## src/sgdm_pkg.sv

```systemverilog
// Shared types, codes and constants of the momentum weight update block.
`timescale 1ns / 1ps
package sgdm_pkg;

   localparam int NUM_WEIGHTS_DEFAULT = 1024;

   localparam logic [1:0] OP_LOAD   = 2'd0;
   localparam logic [1:0] OP_GRAD   = 2'd1;
   localparam logic [1:0] OP_REPORT = 2'd2;

   localparam logic [1:0] REG_INITIAL_RATE    = 2'd0;
   localparam logic [1:0] REG_DECREASE_FACTOR = 2'd1;
   localparam logic [1:0] REG_MOMENTUM_GAIN   = 2'd2;

   localparam logic [23:0] INITIAL_RATE_RESET    = 24'd655;
   localparam logic [15:0] DECREASE_FACTOR_RESET = 16'd32768;
   localparam logic [15:0] MOMENTUM_GAIN_RESET   = 16'd0;
   localparam logic [23:0] RATE_MAX              = 24'hFFFFFF;

   // Multiplying by RECIP_TEN and dropping RECIP_SHIFT bits divides by ten
   // exactly for every dividend below 2^17.
   localparam logic [18:0] RECIP_TEN   = 19'd419431;
   localparam int          RECIP_SHIFT = 22;

   typedef struct packed {
      logic [1:0]         opcode;
      logic [9:0]         index;
      logic signed [31:0] value;
   } req_payload_type;

   typedef struct packed {
      logic signed [31:0] weight;
      logic [23:0]        rate;
      logic               saturated;
   } rsp_payload_type;

   typedef struct packed {
      logic rd_en;
      logic wr_weight;
      logic wr_update;
   } mem_ctl_type;

endpackage

```

## src/sgdm_csr.sv

```systemverilog
// Configuration registers and the derived rate growth scale.
`timescale 1ns / 1ps
module sgdm_csr import sgdm_pkg::*; (
   input  logic        clock,
   input  logic        reset,
   input  logic        csr_psel,
   input  logic        csr_penable,
   input  logic        csr_pwrite,
   input  logic [3:0]  csr_paddr,
   input  logic [31:0] csr_pwdata,
   output logic [31:0] csr_prdata,
   output logic        csr_pready,
   output logic [15:0] momentum_gain,
   output logic [16:0] decrease_factor_x,
   output logic [16:0] growth_scale
);

   logic [23:0] initial_rate_ff;
   logic [15:0] decrease_factor_ff;
   logic [15:0] momentum_gain_ff;
   logic [16:0] scale_ff;
   logic [16:0] scale_in;
   logic [16:0] grow_num;
   logic [35:0] grow_prod;
   logic        wr_en;

   assign csr_pready = 1'b1;
   assign wr_en = csr_psel && csr_penable && csr_pwrite;

   always_ff @(posedge clock) begin
      if (reset) begin
         initial_rate_ff    <= INITIAL_RATE_RESET;
         decrease_factor_ff <= DECREASE_FACTOR_RESET;
         momentum_gain_ff   <= MOMENTUM_GAIN_RESET;
      end else if (wr_en) begin
         case (csr_paddr[3:2])
            REG_INITIAL_RATE:    initial_rate_ff    <= csr_pwdata[23:0];
            REG_DECREASE_FACTOR: decrease_factor_ff <= csr_pwdata[15:0];
            REG_MOMENTUM_GAIN:   momentum_gain_ff   <= csr_pwdata[15:0];
            default: ;
         endcase
      end
   end

   always_comb begin
      case (csr_paddr[3:2])
         REG_INITIAL_RATE:    csr_prdata = {8'd0, initial_rate_ff};
         REG_DECREASE_FACTOR: csr_prdata = {16'd0, decrease_factor_ff};
         REG_MOMENTUM_GAIN:   csr_prdata = {16'd0, momentum_gain_ff};
         default:             csr_prdata = 32'd0;
      endcase
   end

   // Growth scale is one plus (one minus factor) over ten, rounded half up.
   always_comb begin
      grow_num  = 17'd65541 - {1'b0, decrease_factor_ff};
      grow_prod = 36'(grow_num) * 36'(RECIP_TEN);
      scale_in  = 17'h10000 + 17'(grow_prod[35:RECIP_SHIFT]);
   end

   always_ff @(posedge clock) begin
      scale_ff <= scale_in;
   end

   assign momentum_gain     = momentum_gain_ff;
   assign decrease_factor_x = {1'b0, decrease_factor_ff};
   assign growth_scale      = scale_ff;

endmodule

```

## config.mk

```make
export PLATFORM = sky130hd
export DESIGN_NAME = sgdm_csr
export DESIGN_NICKNAME = d
export VERILOG_FILES = /design/src/sgdm_pkg.sv /design/src/sgdm_csr.sv
export SDC_FILE = /design/constraint.sdc
export NUM_CORES = 1
export LEC_CHECK = 0
export ABC_AREA = 1
export BUFFER_PORTS_ARGS = -buffer_cell sky130_fd_sc_hd__clkbuf_2
export CORE_ASPECT_RATIO = 0.9
export CORE_UTILIZATION = 54
export DETAILED_ROUTE_END_ITERATION = 7
export PLACE_DENSITY = 0.79
export SLEW_MARGIN = 20
export SYNTH_ARGS = -nofsm -noshare
export SYNTH_HDL_FRONTEND = slang
export SYNTH_SLANG_ARGS = --single-unit
```

## constraint.sdc

```tcl
create_clock -name clock -period 5.3 [get_ports clock]
set_input_delay 0.53 -clock clock [delete_from_list [all_inputs] [get_ports clock]]
set_output_delay 0.53 -clock clock [all_outputs]
set_load 0.02 [all_outputs]
```

After elaboration in Yosys (flattened, before gate mapping):

Index checks and enable logic that the tools add are counted.

* multiply operators: 1
* equality and inequality tests: 2
* multiplexer cells: 1
* add/subtract/negate cells: 2
* reduce and logical (&&, ||, !) cells: 6

Operator list (number)
* one-hot mux 24 bit (3 select lines): 1
* multiplier 17 x 19 -> 36 bit (second input constant): 1
* adder 17 x 14 -> 17 bit (first input constant): 1
* subtractor 17 x 16 -> 17 bit (first input constant): 1
* AND reduction 2 bit: 3
* == test 2 x 1 -> 1 bit (second input constant): 1
* == test 2 bit (second input constant): 1
* logical AND 1 bit: 2
* zero test 2 bit: 1

* flip-flop bits (word level): 73
* output and inout bits: 83
* input bits: 41
* logic and storage cells: 16

Logic depth before layout (Yosys ltp):

* depth in word-level cells: 3
* gate-level depth with buffers: 32
* gate-level depth less buffers: 32

Least setup slack after synthesis:

No wires, ideal clock.

* path kind: reg-to-reg
* from: register decrease_factor_ff[1]
* to: register scale_ff[10], in the netlist growth_scale[10]
* arrival: 5.660 ns
* period minus slack after synthesis: 5.772 ns
* setup time: 0.112 ns
* slack: -0.472 ns
* cell stages (with the launch flop): 26
* required time: 5.188 ns
* path buffers: 0
* cells stage by stage: dfxtp_1 -> ha_1 -> nor2_4 -> nand4_4 -> nor2_4 -> nand3_2 -> xor2_1 -> ha_1 -> inv_1 -> fa_1 -> fa_1 -> fa_1 -> inv_1 -> fa_1 -> inv_1 -> fa_1 -> inv_1 -> ha_1 -> a21oi_1 -> o21ai_0 -> a21oi_1 -> nor2_1 -> nor2_1 -> nand2_1 -> nand2_1 -> nand2_1

* cells in the longest elaborated chain, start to end: 3

Ends and longest elaborated chain
* start, declared: RTL line sgdm_csr.sv:19 `logic [15:0] decrease_factor_ff;`
* start signal, assigned: RTL line sgdm_csr.sv:38 `REG_DECREASE_FACTOR: decrease_factor_ff <= csr_pwdata[15:0];`
* subtractor 17 x 16 -> 17 bit: RTL line sgdm_csr.sv:56 `grow_num = 17'd65541 - {1'b0, decrease_factor_ff};`
* multiplier 17 x 19 -> 36 bit: RTL line sgdm_csr.sv:57 `grow_prod = 36'(grow_num) * 36'(RECIP_TEN);`
* net grow_prod[32]: RTL line sgdm_csr.sv:24 `logic [35:0] grow_prod;`
* adder 17 x 14 -> 17 bit: RTL line sgdm_csr.sv:58 `scale_in = 17'h10000 + 17'(grow_prod[35:RECIP_SHIFT]);`
* end signal, assigned: RTL line sgdm_csr.sv:62 `scale_ff <= scale_in;`
* end, declared: RTL line sgdm_csr.sv:21 `logic [16:0] scale_ff;`

The timed path passes the listed nets, and every way through them passes these cells.
A chain may end at the register's enable or synchronous reset.

Worst setup path in the final report:

* from: register decrease_factor_ff[2]
* to: register scale_ff[11], in the netlist growth_scale[11]

The elaborated chain is that of the path after synthesis.

==> results.py <==
metrics = {
    "placement": {
        "dpl.hpwl_mm": 17.76,
        "gp_congestion": 0.9400,
        "port_buffers": 100,
    },
    "die": {
        "start_util_pct": 55.99,
        "dieArea_um2": 15920,
        "fp.dieH_um": 119.8,
        "ios": 124,
        "rows": 42,
        "die_w_um": 132.9,
        "core_um2": 14870,
    },
    "yosys": {
        "ys_types": 34,
        "synth-seq-area-share_pct": 16.83,
        "yosysWarnings": 0,
        "synth-seq-cells": 70,
        "syn_area_um2": 8327,
        "netlist_instances": 1079,
        "avgSynthCellArea_um2": 7.717,
    },
    "critical_path": {
        "r2r-start": "decrease_factor_ff[2]",
        "r2r-end": "growth_scale[11]",
        "r2r_setup_slack_ns": -0.52,
        "crit_start": "decrease_factor_ff[2]",
        "cp_max_fo": 4,
        "cp_data_arrival_time_ns": 6.06,
        "end_kind": "flip-flop",
        "crit_path_end": "growth_scale[11]",
        "path_class": "flip-flop to flip-flop",
        "critical_path_required_ns": 5.54,
        "r2r_cells": 23,
        "start_kind": "flip-flop",
    },
    "timing": {
        "slew_headroom_pct": 62.48,
        "rsz0062_at_grt": "true",
        "tightestPinTransition_ns": 0.5619,
        "fmax_ghz": 0.1718,
        "finalSetupViolCount": 14,
        "drv_slew": 0,
        "skew_ns": 0.009956,
        "final.setup.worst_slack_ns": -0.5196,
        "finalHoldViolCount": 0,
        "period_share_pct": 109.8,
        "timing.final.crit_period_ns": 5.820,
        "tns_ns": -5.677,
    },
    "finish": {
        "fill_cells": 1077,
        "ff_latch_area_um2": 1414,
        "multi_input_area_um2": 6710,
        "diodes": 0,
        "final_core_util_pct": 73.89,
        "syn_to_final_growth_pct": 31.96,
        "fin_nets": 1557,
        "drive_gt1_share_pct": 32.98,
    },
    "detailed_routing": {
        "dr.pass1.iters": 6,
        "drt_wl_total_mm": 22.94,
        "via_count": 7866,
        "antenna_left": 0,
        "drtIter0Drc": 550,
        "drt_drc_violations_left": 0,
        "drt-vias-per-instance": 5.227,
        "wl_per_cell_um": 15.24,
    },
    "clock_tree": {
        "clkTransAtPathRegs_ns": 0.06,
        "htreeDepth": 3,
        "worstSkewPairLatency_ns": 0.35,
        "clock-sinks": 70,
        "clk_path_buf_depth": 2,
        "root_buffer": "clkbuf_16",
        "cts_tree": "done",
        "numCtsBuffers": 9,
    },
    "global_route": {
        "grt_max_degree": 57,
        "grt_use_total_pct": 28.07,
        "grt_pass1_vias": 7379,
        "antenna_found_initial": 0,
        "grt_overflow": 0,
        "grt_first_pass_wirelength_mm": 35.09,
    },
    "flow_run": {
        "max_cap_viol_count": 0,
    },
    "status": {
        "outcome": "finished, violations left",
        "violations": "setup timing",
    },
    "worst_hold_path": {
        "hold_class": "input pin to flip-flop",
    },
}
[worst min path at each step]
stage | start | to | slack (ns) | depth (start not counted)
after floorplan | initial_rate_ff[0] | initial_rate_ff[0] | 0.43 | 2
after global routing | csr_pwdata[9] | initial_rate_ff[9] | 0.44 | 3
after global placement | initial_rate_ff[9] | initial_rate_ff[9] | 0.44 | 2
after CTS | csr_pwdata[9] | initial_rate_ff[9] | 0.42 | 3
after detailed placement | initial_rate_ff[7] | initial_rate_ff[7] | 0.44 | 2
final | csr_pwdata[9] | initial_rate_ff[9] | 0.43 | 3
[cells by family after synthesis]
| kind of cell | synth area share [%] |
|---|---|
| AO/OA/AOI/OAI | 9.992 |
| XOR/XNOR | 1.563 |
| adder cells (fa/ha/maj) | 40.00 |
| buffers and inverters | 12.56 |
| flip-flops | 16.83 |
| other | 0.09019 |
| AND/OR/NAND/NOR | 18.96 |
[layer usage]
| metal | GRT usage, % | wire, um | vias to the layer above |
|---|---|---|---|
| met2 | 45.12 | 11170 | 288 |
| met5 | 0 | 0 | - |
| met1 | 38.38 | 9741 | 3744 |
| met3 | 5.534 | 1557 | 46 |
| met4 | 7.902 | 467 | 0 |
| li1 | - | - | 3788 |
[sequential cells by signal (all words and copies together), names as in the netlist]
register            cells
initial_rate_ff        24
growth_scale           14
decrease_factor_ff     16
momentum_gain          16
[synth_stat cells (all sizes together)]
master,number,area [um2]
or2,2,12.51
o21bai,2,15.01
nor3,10,50.05
nor4,2,12.51
nor2,128,538.0
inv,224,843.3
buf,20,165.2
conb,2,7.510
clkbuf,10,37.54
nand2,192,733.2
a21o,4,30.03
nand4,2,27.53
o21ai,68,340.3
xnor2,2,17.52
o21a,4,30.03
nand3b,1,20.02
dfxtp,70,1401
ha,127,1589
fa,87,1742
nand3,35,185.2
o211ai,15,112.6
a21oi,60,304.0
xor2,12,112.6
[critical path, stage by stage (launching register included)]
cell,delay (ns)
dfxtp_4,0.37
ha_4,0.17
nor2_4,0.12
nand4_4,0.13
buf_4,0.17
nor3_2,0.13
xor2_1,0.27
ha_1,0.29
inv_2,0.08
fa_2,0.47
fa_2,0.63
fa_1,0.48
fa_1,0.55
fa_1,0.48
inv_1,0.11
ha_1,0.30
a21oi_2,0.22
o21ai_1,0.15
a21oi_2,0.20
nor2_1,0.07
nor2_1,0.14
nand2_1,0.07
nand2_1,0.06
nand2_1,0.04
[cell type report]
cell class              instances  share of cell area [%]
clock buffers                   9                   2.050
multi-input cells             766                   61.07
flip-flops and latches         70                   12.87
well taps                     198                   2.255
repair buffers                231                   13.57
clock inverters                 7                  0.4896
inverters                     224                   7.698
[cells in the final DEF, fill, tap and decap left out, types with 5 or more instances in the layout]
cell	netlist	final
nand3_2	2	6
a21oi_2	1	16
dfxtp_1	70	64
inv_1	217	197
xor2_1	11	7
fa_1	87	77
buf_4	16	129
a21oi_4	0	9
nand2_1	187	153
o21ai_1	11	19
a21oi_1	59	35
ha_4	0	17
nand3_1	33	28
nor3_2	0	6
nor2_1	119	104
fa_2	0	10
o211ai_1	15	15
inv_2	6	25
conb_1	2	13
nor2_4	7	20
clkbuf_2	0	100
clkbuf_16	0	9
nand2_2	5	34
nand2_4	0	5
o21ai_0	57	42
o21ai_2	0	5
ha_1	127	106
[what timing repair did]
item,4_1_cts,5_1_grt
hold buffers,0,0
setup endpoints to repair,14,14
buffers inserted,7,9
pin swaps,46,77
resized for setup,61,112
[stage by stage]
step	area, um2	std cells	setup WS (ns)	hold WS, ns
floorplan	8523	1090	-0.2032	0.4292
global placement	9940	1474	-0.4320	0.4392
detailed placement	9940	1474	-0.5906	0.4428
CTS	10490	1497	-0.4802	0.4249
global route	10990	1505	-0.7390	0.4381
finish	10990	1505	-0.5196	0.4337
Power is left out: the tool's default activity adds up to more than one toggle a clock period on the data nets, which glitch-free logic cannot reach.
